`src/design/tcw_pkg.sv`:
```
`timescale 1ns / 1ps
`default_nettype none
// ----------------------------------------------------------------------------
// tcw_pkg
// Shared constants, command and register codes, and the structs that run
// between the sequencer, the cell RAM port and the top level.
// ----------------------------------------------------------------------------
package tcw_pkg;

    // Cell store depth. Must hold a full 80 x 25 screen, so the row count
    // never has to be trimmed to fit the store.
    localparam int CELLS  = 2048;
    localparam int ADDR_W = $clog2(CELLS);
    localparam int CELL_W = 16;
    localparam int LOC_W  = 11;

    localparam logic [6:0] MAX_COLS     = 7'd80;
    localparam logic [4:0] MAX_ROWS     = 5'd25;
    localparam logic [7:0] BLANK_CHAR   = 8'h20;
    localparam logic [7:0] NEWLINE_CHAR = 8'd10;
    localparam logic [7:0] LIGHT_GRAY   = 8'h07;
    localparam logic [CELL_W-1:0] RESET_CELL = {LIGHT_GRAY, BLANK_CHAR};

    localparam logic [1:0] CMD_PUT = 2'd0;
    localparam logic [1:0] CMD_SET = 2'd1;
    localparam logic [1:0] CMD_CLR = 2'd2;
    localparam logic [1:0] CMD_RD  = 2'd3;

    localparam logic [1:0] CFG_COLUMNS = 2'd0;
    localparam logic [1:0] CFG_ROWS    = 2'd1;
    localparam logic [1:0] CFG_ATTR    = 2'd2;
    localparam logic [1:0] CFG_VISIBLE = 2'd3;

    // Effective screen geometry and the write attribute.
    typedef struct packed {
        logic [6:0]        cols;
        logic [4:0]        rows;
        logic [ADDR_W-1:0] total;
        logic [7:0]        attr;
        logic              visible;
    } t_geom;

    // One access to the cell RAM: a write port and a read port.
    typedef struct packed {
        logic              we;
        logic [ADDR_W-1:0] waddr;
        logic [CELL_W-1:0] wdata;
        logic              re;
        logic [ADDR_W-1:0] raddr;
    } t_mem_req;

    // Finished result word, valid for one cycle when fin is high.
    typedef struct packed {
        logic              fin;
        logic [CELL_W-1:0] cell_data;
        logic [6:0]        col;
        logic [4:0]        row;
        logic [LOC_W-1:0]  loc;
        logic              shown;
        logic [7:0]        echo;
        logic              scrolled;
    } t_result;

endpackage
`default_nettype wire

```
`src/design/tcw_seq.sv`:
```
`timescale 1ns / 1ps
`default_nettype none
// ----------------------------------------------------------------------------
// tcw_seq
// Command sequencer: cursor update, cell writes, scroll copy, blank fill and
// the power-up clearing pass over the cell RAM.
// ----------------------------------------------------------------------------
module tcw_seq
    import tcw_pkg::*;
(
    input  wire logic              i_clk,
    input  wire logic              i_rst_n,
    input  wire t_geom             i_geom,
    input  wire logic              i_out_free,
    input  wire logic              i_in_valid,
    output logic                   o_in_ready,
    input  wire logic [1:0]        i_cmd,
    input  wire logic [7:0]        i_ch,
    input  wire logic [7:0]        i_pos_x,
    input  wire logic [7:0]        i_pos_y,
    input  wire logic [10:0]       i_cell_index,
    output t_mem_req               o_mem,
    input  wire logic [CELL_W-1:0] i_rdata,
    output t_result                o_res
);

    localparam logic [2:0] S_INIT   = 3'd0;
    localparam logic [2:0] S_IDLE   = 3'd1;
    localparam logic [2:0] S_SCROLL = 3'd2;
    localparam logic [2:0] S_BLANK  = 3'd3;
    localparam logic [2:0] S_FIN    = 3'd4;

    logic [2:0]        r_state, n_state;
    logic [ADDR_W-1:0] r_ptr, n_ptr;
    logic              r_pend, n_pend;
    logic [ADDR_W-1:0] r_pend_addr, n_pend_addr;
    logic [6:0]        r_col, n_col;
    logic [4:0]        r_row, n_row;
    logic [1:0]        r_cmd, n_cmd;
    logic [7:0]        r_ch, n_ch;
    logic              r_scrolled, n_scrolled;

    logic              accept;
    logic [6:0]        col_cl;
    logic [4:0]        row_cl;
    logic [11:0]       put_prod;
    logic [ADDR_W-1:0] put_idx;
    logic [6:0]        put_col;
    logic [4:0]        put_row;
    logic [6:0]        set_col;
    logic [4:0]        set_row;
    logic [ADDR_W-1:0] keep;
    logic [11:0]       loc_prod;
    logic [CELL_W-1:0] blank;

    assign o_in_ready = (r_state == S_IDLE) && i_out_free;
    assign accept     = o_in_ready && i_in_valid;

    assign col_cl   = (r_col >= i_geom.cols) ? 7'(i_geom.cols - 7'd1) : r_col;
    assign row_cl   = (r_row >= i_geom.rows) ? 5'(i_geom.rows - 5'd1) : r_row;
    assign put_prod = {7'd0, row_cl} * {5'd0, i_geom.cols};
    assign put_idx  = ADDR_W'(put_prod) + ADDR_W'(col_cl);
    assign keep     = i_geom.total - ADDR_W'(i_geom.cols);
    assign blank    = {i_geom.attr, BLANK_CHAR};
    assign loc_prod = {7'd0, r_row} * {5'd0, i_geom.cols} + {5'd0, r_col};

    // Advance the cursor for a put; a newline or a full row wraps to column 0.
    always_comb begin
        put_col = 7'(col_cl + 7'd1);
        put_row = row_cl;
        if (i_ch == NEWLINE_CHAR || put_col == i_geom.cols) begin
            put_col = 7'd0;
            put_row = 5'(row_cl + 5'd1);
        end
    end

    // Clamp the requested position into the screen.
    always_comb begin
        if (i_pos_x[7]) begin
            set_col = 7'd0;
        end else if (i_pos_x[6:0] >= i_geom.cols) begin
            set_col = 7'(i_geom.cols - 7'd1);
        end else begin
            set_col = i_pos_x[6:0];
        end
        if (i_pos_y[7]) begin
            set_row = 5'd0;
        end else if (i_pos_y[6:0] >= {2'd0, i_geom.rows}) begin
            set_row = 5'(i_geom.rows - 5'd1);
        end else begin
            set_row = i_pos_y[4:0];
        end
    end

    always_comb begin
        n_state     = r_state;
        n_ptr       = r_ptr;
        n_pend      = r_pend;
        n_pend_addr = r_pend_addr;
        n_col       = r_col;
        n_row       = r_row;
        n_cmd       = r_cmd;
        n_ch        = r_ch;
        n_scrolled  = r_scrolled;
        o_mem       = '0;
        o_res       = '0;

        case (r_state)
            S_INIT: begin
                o_mem.we    = 1'b1;
                o_mem.waddr = r_ptr;
                o_mem.wdata = RESET_CELL;
                n_ptr       = ADDR_W'(r_ptr + 1'b1);
                if (r_ptr == ADDR_W'(CELLS - 1)) begin
                    n_state = S_IDLE;
                end
            end
            S_IDLE: begin
                if (accept) begin
                    n_cmd      = i_cmd;
                    n_ch       = i_ch;
                    n_scrolled = 1'b0;
                    n_col      = col_cl;
                    n_row      = row_cl;
                    n_ptr      = '0;
                    n_pend     = 1'b0;
                    n_state    = S_FIN;
                    case (i_cmd)
                        CMD_PUT: begin
                            if (i_ch != NEWLINE_CHAR) begin
                                o_mem.we    = 1'b1;
                                o_mem.waddr = put_idx;
                                o_mem.wdata = {i_geom.attr, i_ch};
                            end
                            n_col = put_col;
                            n_row = put_row;
                            if (put_row >= i_geom.rows) begin
                                n_row      = 5'(i_geom.rows - 5'd1);
                                n_scrolled = 1'b1;
                                n_state    = S_SCROLL;
                            end
                        end
                        CMD_SET: begin
                            n_col = set_col;
                            n_row = set_row;
                        end
                        CMD_CLR: begin
                            n_state = S_BLANK;
                        end
                        default: begin
                            o_mem.re    = 1'b1;
                            o_mem.raddr = ADDR_W'(i_cell_index);
                        end
                    endcase
                end
            end
            S_SCROLL: begin
                // Read cell ptr+cols, write it to ptr in the following cycle.
                if (r_pend) begin
                    o_mem.we    = 1'b1;
                    o_mem.waddr = r_pend_addr;
                    o_mem.wdata = i_rdata;
                end
                if (r_ptr < keep) begin
                    o_mem.re    = 1'b1;
                    o_mem.raddr = ADDR_W'(r_ptr + ADDR_W'(i_geom.cols));
                    n_pend      = 1'b1;
                    n_pend_addr = r_ptr;
                    n_ptr       = ADDR_W'(r_ptr + 1'b1);
                end else begin
                    n_pend  = 1'b0;
                    n_state = S_BLANK;
                end
            end
            S_BLANK: begin
                o_mem.we    = 1'b1;
                o_mem.waddr = r_ptr;
                o_mem.wdata = blank;
                n_ptr       = ADDR_W'(r_ptr + 1'b1);
                if (r_ptr == ADDR_W'(i_geom.total - 1'b1)) begin
                    n_state = S_FIN;
                end
            end
            S_FIN: begin
                o_res.fin       = 1'b1;
                o_res.cell_data = (r_cmd == CMD_RD) ? i_rdata : '0;
                o_res.col       = r_col;
                o_res.row       = r_row;
                o_res.loc       = LOC_W'(loc_prod);
                o_res.shown     = (r_cmd inside {CMD_PUT, CMD_SET}) && i_geom.visible;
                o_res.echo      = (r_cmd == CMD_PUT) ? r_ch : 8'd0;
                o_res.scrolled  = r_scrolled;
                n_state         = S_IDLE;
            end
            default: begin
                n_state = S_IDLE;
            end
        endcase
    end

    always_ff @(posedge i_clk) begin
        if (!i_rst_n) begin
            r_state    <= S_INIT;
            r_ptr      <= '0;
            r_pend     <= 1'b0;
            r_col      <= '0;
            r_row      <= '0;
            r_scrolled <= 1'b0;
        end else begin
            r_state    <= n_state;
            r_ptr      <= n_ptr;
            r_pend     <= n_pend;
            r_col      <= n_col;
            r_row      <= n_row;
            r_scrolled <= n_scrolled;
        end
    end

    always_ff @(posedge i_clk) begin
        r_pend_addr <= n_pend_addr;
        r_cmd       <= n_cmd;
        r_ch        <= n_ch;
    end

endmodule
`default_nettype wire

```
`config.mk`:
```
export PLATFORM = sky130hd
export DESIGN_NAME = tcw_seq
export DESIGN_NICKNAME = d
export VERILOG_FILES = /design/src/design/tcw_pkg.sv /design/src/design/tcw_seq.sv
export SDC_FILE = /design/constraint.sdc
export NUM_CORES = 1
export LEC_CHECK = 0
export ABC_AREA = 1
export BUFFER_PORTS_ARGS = -buffer_cell sky130_fd_sc_hd__buf_2
export CAP_MARGIN = 40
export CELL_PAD_IN_SITES_DETAIL_PLACEMENT = 0
export CELL_PAD_IN_SITES_GLOBAL_PLACEMENT = 1
export CORE_MARGIN = 1
export CORE_UTILIZATION = 44
export CTS_BUF_LIST = sky130_fd_sc_hd__clkbuf_2
export CTS_CLUSTER_DIAMETER = 60
export DETAILED_ROUTE_END_ITERATION = 10
export GPL_TIMING_DRIVEN = 0
export HOLD_SLACK_MARGIN = 0.06
export MAX_ROUTING_LAYER = met4
export PLACE_DENSITY_LB_ADDON = 0.1
export SYNTH_ARGS = -nofsm -noshare
export SYNTH_HDL_FRONTEND = slang
export SYNTH_SLANG_ARGS = --single-unit
```
`constraint.sdc`:
```
create_clock -name i_clk -period 17.95 [get_ports i_clk]
set_input_delay 2.6925 -clock i_clk [delete_from_list [all_inputs] [get_ports i_clk]]
set_output_delay 2.6925 -clock i_clk [all_outputs]
set_load 0.01 [all_outputs]
```
# ---- After elaboration in Yosys (flattened, before gate mapping)
# Cells that the tools add are included.
dict set report word_totals {
  reg_bits 49
  inputBits 89
  word_cells 99
}
dict set report op_classes {
  add_sub_neg 10
  multipliers 2
  n_lt_le_gt_ge 6
  eq_ne 18
  n_mux 37
  n_reduce_logical 17
}
# operator n
set op_table {}
lappend op_table {{$pmux W28 S4} 1}
lappend op_table {{$mux W28} 3}
lappend op_table {{$mux W50} 1}
lappend op_table {{$mux W40} 1}
lappend op_table {{$add A11 B7 Y11} 3}
lappend op_table {{$pmux W11 S3} 1}
lappend op_table {{$mux W7} 4}
lappend op_table {{$mux W5} 5}
lappend op_table {{$mux W12} 2}
lappend op_table {{$pmux W12 S2} 1}
lappend op_table {{$mul A5 B7 Y11} 2}
lappend op_table {{$mux W11} 2}
lappend op_table {{$mux W16} 1}
lappend op_table {{$mux W3} 5}
lappend op_table {{$ge A7 B7 Y1} 2}
lappend op_table {{$pmux W7 S2} 1}
lappend op_table {{$pmux W3 S4} 1}
lappend op_table {{$add A11 B1 Y11 const B} 1}
lappend op_table {{$eq A11 B11 Y1} 1}
lappend op_table {{$eq A11 B11 Y1 const B} 1}
lappend op_table {{$lt A11 B11 Y1} 1}
lappend op_table {{$sub A11 B1 Y11 const B} 1}
lappend op_table {{$sub A11 B7 Y11} 1}
lappend op_table {{$ge A5 B5 Y1} 2}
lappend op_table {{30 further kinds} 46}

# ---- Logic depth before layout (Yosys ltp)
# Gate-level depths: netlist of run 1.
dict set report logic_depth {
  word_depth 11
  mapped_depth 35
}

# ---- Least setup slack after synthesis of run 1
# Ideal clock, no wire load.
dict set report synth_path {
  path_type {input -> output}
  from {input port i_geom[31] (netlist name)}
  to {output port o_mem[38] (netlist name)}
  arrival_ns 7.223
  t_required_ns 15.257
  slack_ns 8.035
  cell_stages 29
  path_cell_list {buf_2 inv_1 ha_1 nand2_2 inv_2 a21oi_4 nand2_4 inv_2 nand2_1 nand2_2 inv_1 fa_1 inv_1 fa_1 inv_1 fa_1 inv_1 ha_1 a21oi_1 nand2_1 a21oi_1 o21ai_0 inv_1 nor2_1 nor2_1 inv_1 a21oi_1 nor2_1 o21ai_0}
}
# item line
set synth_rtl {}
lappend synth_rtl {{start: declaration} tcw_seq.sv:13} ;# input wire t_geom i_geom,
lappend synth_rtl {{end: declaration} tcw_seq.sv:22} ;# output t_mem_req o_mem,

==> results_dict.tcl, run 1 <==
set metrics [dict create \
    status "finished clean" \
    hpwl_um 21000 \
    cts_root_buf "clkbuf_2" \
    multi_input_area_mm2 0.00590 \
    clk_latency_ns 0.52 \
    grt_max_degree 16 \
    io_buffers 179 \
    p_int_w 0.000202 \
    grt.total_usage 0.276 \
    nets 1590 \
    wl_um 25200 \
    setup_tns_ns 0 \
    synth_area_mm2 0.00806 \
    hold_viol_final 0 \
    wl_met1_um 11600 \
    synth_cell_type_count 50 \
    nFillCells 1886 \
    hold_depth 2 \
    p_sw_w 0.000174 \
    start_kind "input port" \
    seq_area_mm2 0.00119 \
    tritoncts "yes" \
    dr_wl_met2_um 11700 \
    antenna_found_initial 0 \
    leakagePower_nw 4.90 \
    ir_drop_uv 24.7 \
    fin_area_mm2 0.00930 \
    async_flop_share 0 \
    drive_above_1_share 0.185 \
    slew_violations 0 \
    maxCapViolCount 0 \
    cpMaxStageDelayCell "o21ai_0" \
    power_density_mw_per_mm2 40.5 \
    swShare 0.463 \
    critPathKind "input port to output port" \
    postCtsHoldBufs 0 \
    slew_headroom 0.435 \
    routed-via-count 8236 \
    fp.dieArea_mm2 0.0189 \
    hold_slack_ns 0.504 \
    r2r_cells 29 \
    die_x_um 137 \
    antenna_cells 0 \
    synth-seq-area-share 0.148 \
    postRouteAntennaNets 0 \
    drt-initial-drc-count 460 \
    syn_to_final_growth_pct 15.5 \
    timing.fmax_ghz 0.0915 \
    post_cts_buffers 0 \
    worst_slew_pin_slew_ns 0.842 \
    wl_per_cell_um 15.9 \
    dp.cells 1582 \
    avgSynthCellArea_um2 6.87 \
    highest_layer "met4" \
    drc 0 \
    rows 49 \
    ios 180 \
    finClkSkew_ns 0.0298 \
    clkTransAtPathRegs_ns 0.29 \
    clkPwrFrac 0.136 \
    setup_viol 0 \
    cts-buffers-inserted 5 \
    ys.flop_type "dfxtp_1" \
    grt_pass1_wl_um 38600 \
    die_h_um 137 \
    ctsResizeCount 0 \
    critPathCaptureType "output port" \
    hp-class "register to register" \
    ys.warnings.count 0 \
    cpPeakStageDelay_ns 0.71 \
    crit_fanout 10 \
    htreeDepth 2 \
    syn_inst 1172 \
    fp.coreArea_mm2 0.0180 \
    crit_arrival_ns 8.24 \
    period_needed_ns 10.93 \
    combPwrFrac 0.526 \
    initial_utilization 0.448 \
    placed_area_mm2 0.00926 \
    gp_congestion 0.897 \
    p_seq_frac 0.338 \
    grt-ovfl-total 0 \
    clk_path_buf_depth 2 \
    postSynthNetCount 1402 \
    first_pass_iters 5 \
    min_period_over_period 0.609 \
    fin_cells 1590 \
    clock_sinks 49 \
    critPathRequiredTime_ns 15.26 \
    synth-edff-count 21 \
    ys_seq_elements 49 \
    rsz0062_at_grt "false" \
    grt_pass1_vias 7369 \
    met3_length_um 1320 \
    viasPerCell 5.18 \
    crit_top_cell "inv_1" \
]
per-stage QoR:
stage | total power [W] | worst slack (ns) | util
floorplan | 0.000264 | 8.03 | -
global placement | 0.000325 | 7.09 | 0.514
detailed placement | 0.000326 | 7.09 | 0.516
CTS | 0.000377 | 7.08 | 0.518
global route | 0.000411 | 6.61 | 0.518
finish | 0.000377 | 7.02 | 0.518
power groups by stage:
stage | registers (W) | clock network (W) | logic [W]
after floorplan | 0.000127 | 0 | 0.000137
after global placement | 0.000129 | 0 | 0.000196
after detailed placement | 0.000129 | 0 | 0.000197
after CTS | 0.000127 | 0.0000513 | 0.000199
after global routing | 0.000128 | 0.0000564 | 0.000226
final | 0.000127 | 0.0000511 | 0.000198
per-layer routing:
metal  vias to the layer above  track usage
met2                       252        0.442
met4                         0       0.0849
met1                      3798        0.373
met3                        29       0.0188
met5                         -            -
li1                       4157            -
critical path, delay by kind of cell:
kind	cells	cell delay [ns]
adders and majority gates	5	2.02
AOI/OAI and AO/OA	8	1.75
buffers and inverters	8	1.05
and+or+nand+nor	7	0.72
cell families (layout without fill, tap and decap cells):
group | count (synthesis) | count (layout) | synth area share
adder cells (fa/ha/maj) | 141 | 141 | 0.260
AND/OR/NAND/NOR | 476 | 476 | 0.261
buffers and inverters | 248 | 437 | 0.120
flip-flops | 49 | 49 | 0.148
AO/OA/AOI/OAI | 200 | 200 | 0.148
XOR/XNOR | 58 | 58 | 0.0631
layout make-up:
| type | count | area share |
|---|---|---|
| Tap cell | 229 | 0.0308 |
| Inverter | 218 | 0.0890 |
| Sequential cell | 49 | 0.128 |
| Clock buffer | 5 | 0.00269 |
| Buffer | 30 | 0.0151 |
| Multi-Input combinational cell | 875 | 0.634 |
| Clock inverter | 3 | 0.00188 |
| Timing Repair Buffer | 181 | 0.0987 |
Yosys cell counts (14+ instances only):
master,number,area [µm²]
xnor2_1,19,166
nor2_1,137,514
nand2_1,199,747
clkbuf_1,20,75.1
a21oi_1,59,295
o21ai_0,72,360
a211oi_1,14,105
ha_1,97,1210
nor3_1,23,115
edfxtp_1,21,631
xor2_1,39,342
nand3_1,65,325
fa_1,44,881
nand2_2,17,106
inv_1,208,781
dfxtp_1,28,561
flip-flops by register name (all words and copies together) (netlist names):
register / count
r_pend_addr: 11
r_ptr: 11
r_ch: 8
r_col: 7
r_row: 5
r_state: 3
r_cmd: 2
r_pend: 1
r_scrolled: 1
final timing paths:
| check | start | endpoint | slack, ns |
|---|---|---|---|
| worst max-delay path | i_geom[22] | o_mem[38] | 7.02 |
| worst min-delay path | r_pend | r_pend | 0.50 |
| worst max register to register | r_col[5] | r_row[4] | 12.73 |
| worst min register to register | r_pend | r_pend | 0.50 |
cell usage in the layout, fill, tap and decap left out, drive strengths merged, types with 19 or more instances in the layout:
| cell type | count |
|---|---|
| buf | 191 |
| nand2 | 222 |
| edfxtp | 21 |
| a21oi | 67 |
| fa | 44 |
| inv | 218 |
| nor2 | 144 |
| o21ai | 77 |
| nor3 | 24 |
| clkbuf | 25 |
| ha | 97 |
| nand3 | 66 |
| xor2 | 39 |
| dfxtp | 28 |
| xnor2 | 19 |
(Power assumes the default switching activity.)
==> inputs of run 2 (changes only) <==
--- a/config.mk
+++ b/config.mk
@@ -11,7 +11,7 @@
 export CELL_PAD_IN_SITES_DETAIL_PLACEMENT = 0
 export CELL_PAD_IN_SITES_GLOBAL_PLACEMENT = 1
 export CORE_MARGIN = 1
-export CORE_UTILIZATION = 44
+export CORE_UTILIZATION = 37
 export CTS_BUF_LIST = sky130_fd_sc_hd__clkbuf_2
 export CTS_CLUSTER_DIAMETER = 60
 export DETAILED_ROUTE_END_ITERATION = 10
==> constraint.sdc (replaced) <==
create_clock -name i_clk -period 9.89 [get_ports i_clk]
set_input_delay 1.4835 -clock i_clk [delete_from_list [all_inputs] [get_ports i_clk]]
set_output_delay 1.4835 -clock i_clk [all_outputs]
set_load 0.01 [all_outputs]
==> run 2 against run 1 <==
Compared with the run above: non-clock buffer count did not move; first-iteration DRC count shrank 3.3%; sequential power up 82%; combinational power increased by 81%; total power grew 82%; hold slack lost 0.0014 ns; count of clock-buffer cells in the layout is the same; critical path depth increased by 3; largest cell class unchanged; global-route usage is 3.2 points lower; routed wire length grew 2.5%; critical path type unchanged.
==> results_dict.tcl, run 2 (synthesis gave the netlist of run 1 again) <==
set metrics [dict create \
    hp-class "register to register" \
    antenna_found_initial 1 \
    routed-via-count 8115 \
    drt-initial-drc-count 445 \
    met2_usage 0.396 \
    grt.total_usage 0.244 \
    layout_commonest_cell "inv_1" \
    leakagePower_nw 4.90 \
    rrSetupSlack_ns 4.79 \
    ios 180 \
    initial_utilization 0.381 \
    use_met3 0.0171 \
    htreeDepth 2 \
    hold_viol_final 0 \
    finClkSkew_ns 0.0299 \
    p_int_w 0.000370 \
    post_cts_buffers 0 \
    final_cell_mix "inv_1 (208), nand2_1 (199), buf_2 (183)" \
    r2r_cells 29 \
    ctsResizeCount 0 \
    p_sw_w 0.000317 \
    hpwl_um 21900 \
    grt_use_met1 0.332 \
    fin_util 0.443 \
    setup_viol 0 \
    timing.fmax_ghz 0.118 \
    grt_pass1_vias 7778 \
    critPathKind "input port to output port" \
    r2r_end "r_row[1]" \
    critPathCaptureType "output port" \
    crit_arrival_ns 7.02 \
    gp_congestion 0.882 \
    maxCapViolCount 0 \
    top_regs "r_pend_addr x11, r_ptr x11, r_ch x8" \
    viasPerCell 4.96 \
    period_needed_ns 8.50 \
    io_buffers 179 \
    setup_tns_ns 0 \
    cts-buffers-inserted 5 \
    first_pass_iters 5 \
    power_density_mw_per_mm2 73.3 \
    clock_sinks 49 \
    min_to "r_pend" \
    cpMaxStageDelayCell "fa_1" \
    grt.busiest_layer "met2" \
    fp.dieArea_mm2 0.0224 \
    drc 0 \
    min_period_over_period 0.860 \
    die_h_um 150 \
    cts_root_buf "clkbuf_2" \
    swShare 0.461 \
    clkPwrFrac 0.143 \
    status "finished clean" \
    wl_per_cell_um 15.8 \
    p_seq_frac 0.337 \
    clkTransAtPathRegs_ns 0.27 \
    crit_fanout 10 \
    crit_top_cell "inv_1" \
    combPwrFrac 0.521 \
    syn_to_final_growth_pct 16.3 \
    critPathRequiredTime_ns 8.41 \
    tritoncts "yes" \
    r2r-start "r_col[5]" \
    start_kind "input port" \
    die_x_um 150 \
    hp-start "r_pend" \
    ir_drop_uv 39.6 \
    wl_um 25900 \
    postCtsHoldBufs 0 \
    hold_depth 2 \
    fp.coreArea_mm2 0.0212 \
    clk_latency_ns 0.51 \
    grt-ovfl-total 0 \
    cpPeakStageDelay_ns 0.55 \
    rsz0062_at_grt "false" \
    slew_violations 0 \
    clk_path_buf_depth 2 \
    postRouteAntennaNets 0 \
    rows 53 \
    grt_max_degree 18 \
    drive_above_1_share 0.185 \
    worst_slew_pin_slew_ns 0.830 \
    grt_pass1_wl_um 41200 \
    nets 1590 \
    slew_headroom 0.443 \
]
-- run 2: final cells by class --
cell class | count | area (µm²)
antenna | 1 | 2.50
buffer | 30 | 140
clock buffer | 5 | 25.0
clock inverter | 3 | 23.8
fill | 2336 | 11800
inverter | 218 | 828
multi-input combinational | 875 | 5900
sequential | 49 | 1190
tap | 275 | 344
timing repair buffer | 181 | 915
-- run 2: per-stage QoR --
step                      std cells  power (W)  setup slack [ns]  hold slack, ns  area, µm²
after floorplan                1172   0.000479              2.39           0.435       8060
after global placement         1626   0.000591              1.36           0.472       9300
after detailed placement       1628   0.000592              1.40           0.460       9320
after CTS                      1636   0.000693              1.38           0.507       9360
after global routing           1637   0.000756             0.786           0.532       9370
final                          1637   0.000687              1.39           0.502       9370
-- run 2: layer usage --
layer,vias to the layer above,share of wire
met5,-,0
met4,0,0.014
met3,17,0.042
met2,206,0.47
met1,3731,0.48
li1,4161,-
-- run 2: power by group through the flow --
stage               registers, W  logic [W]  clock network (W)
finish                  0.000231   0.000358          0.0000979
global route            0.000233   0.000413           0.000110
CTS                     0.000231   0.000361           0.000101
detailed placement      0.000235   0.000357                  0
global placement        0.000235   0.000356                  0
floorplan               0.000230   0.000249                  0
-- run 2: how the worst max path moves through the flow --
| stage | slack [ns] | endpoint | from |
|---|---|---|---|
| after CTS | 1.38 | o_mem[38] | i_geom[31] |
| after floorplan | 2.39 | o_mem[38] | i_geom[31] |
| after global routing | 0.79 | o_mem[38] | i_geom[23] |
| after detailed placement | 1.40 | o_mem[38] | i_geom[31] |
| final | 1.39 | o_mem[38] | i_geom[31] |
| after global placement | 1.36 | o_mem[38] | i_geom[31] |
-- run 2: critical path, delay by kind of cell --
family	cells	cell delay (ns)
fa+ha+maj	5	2.26
buf+inv	12	1.42
compound gates	6	1.06
simple gates	8	0.76
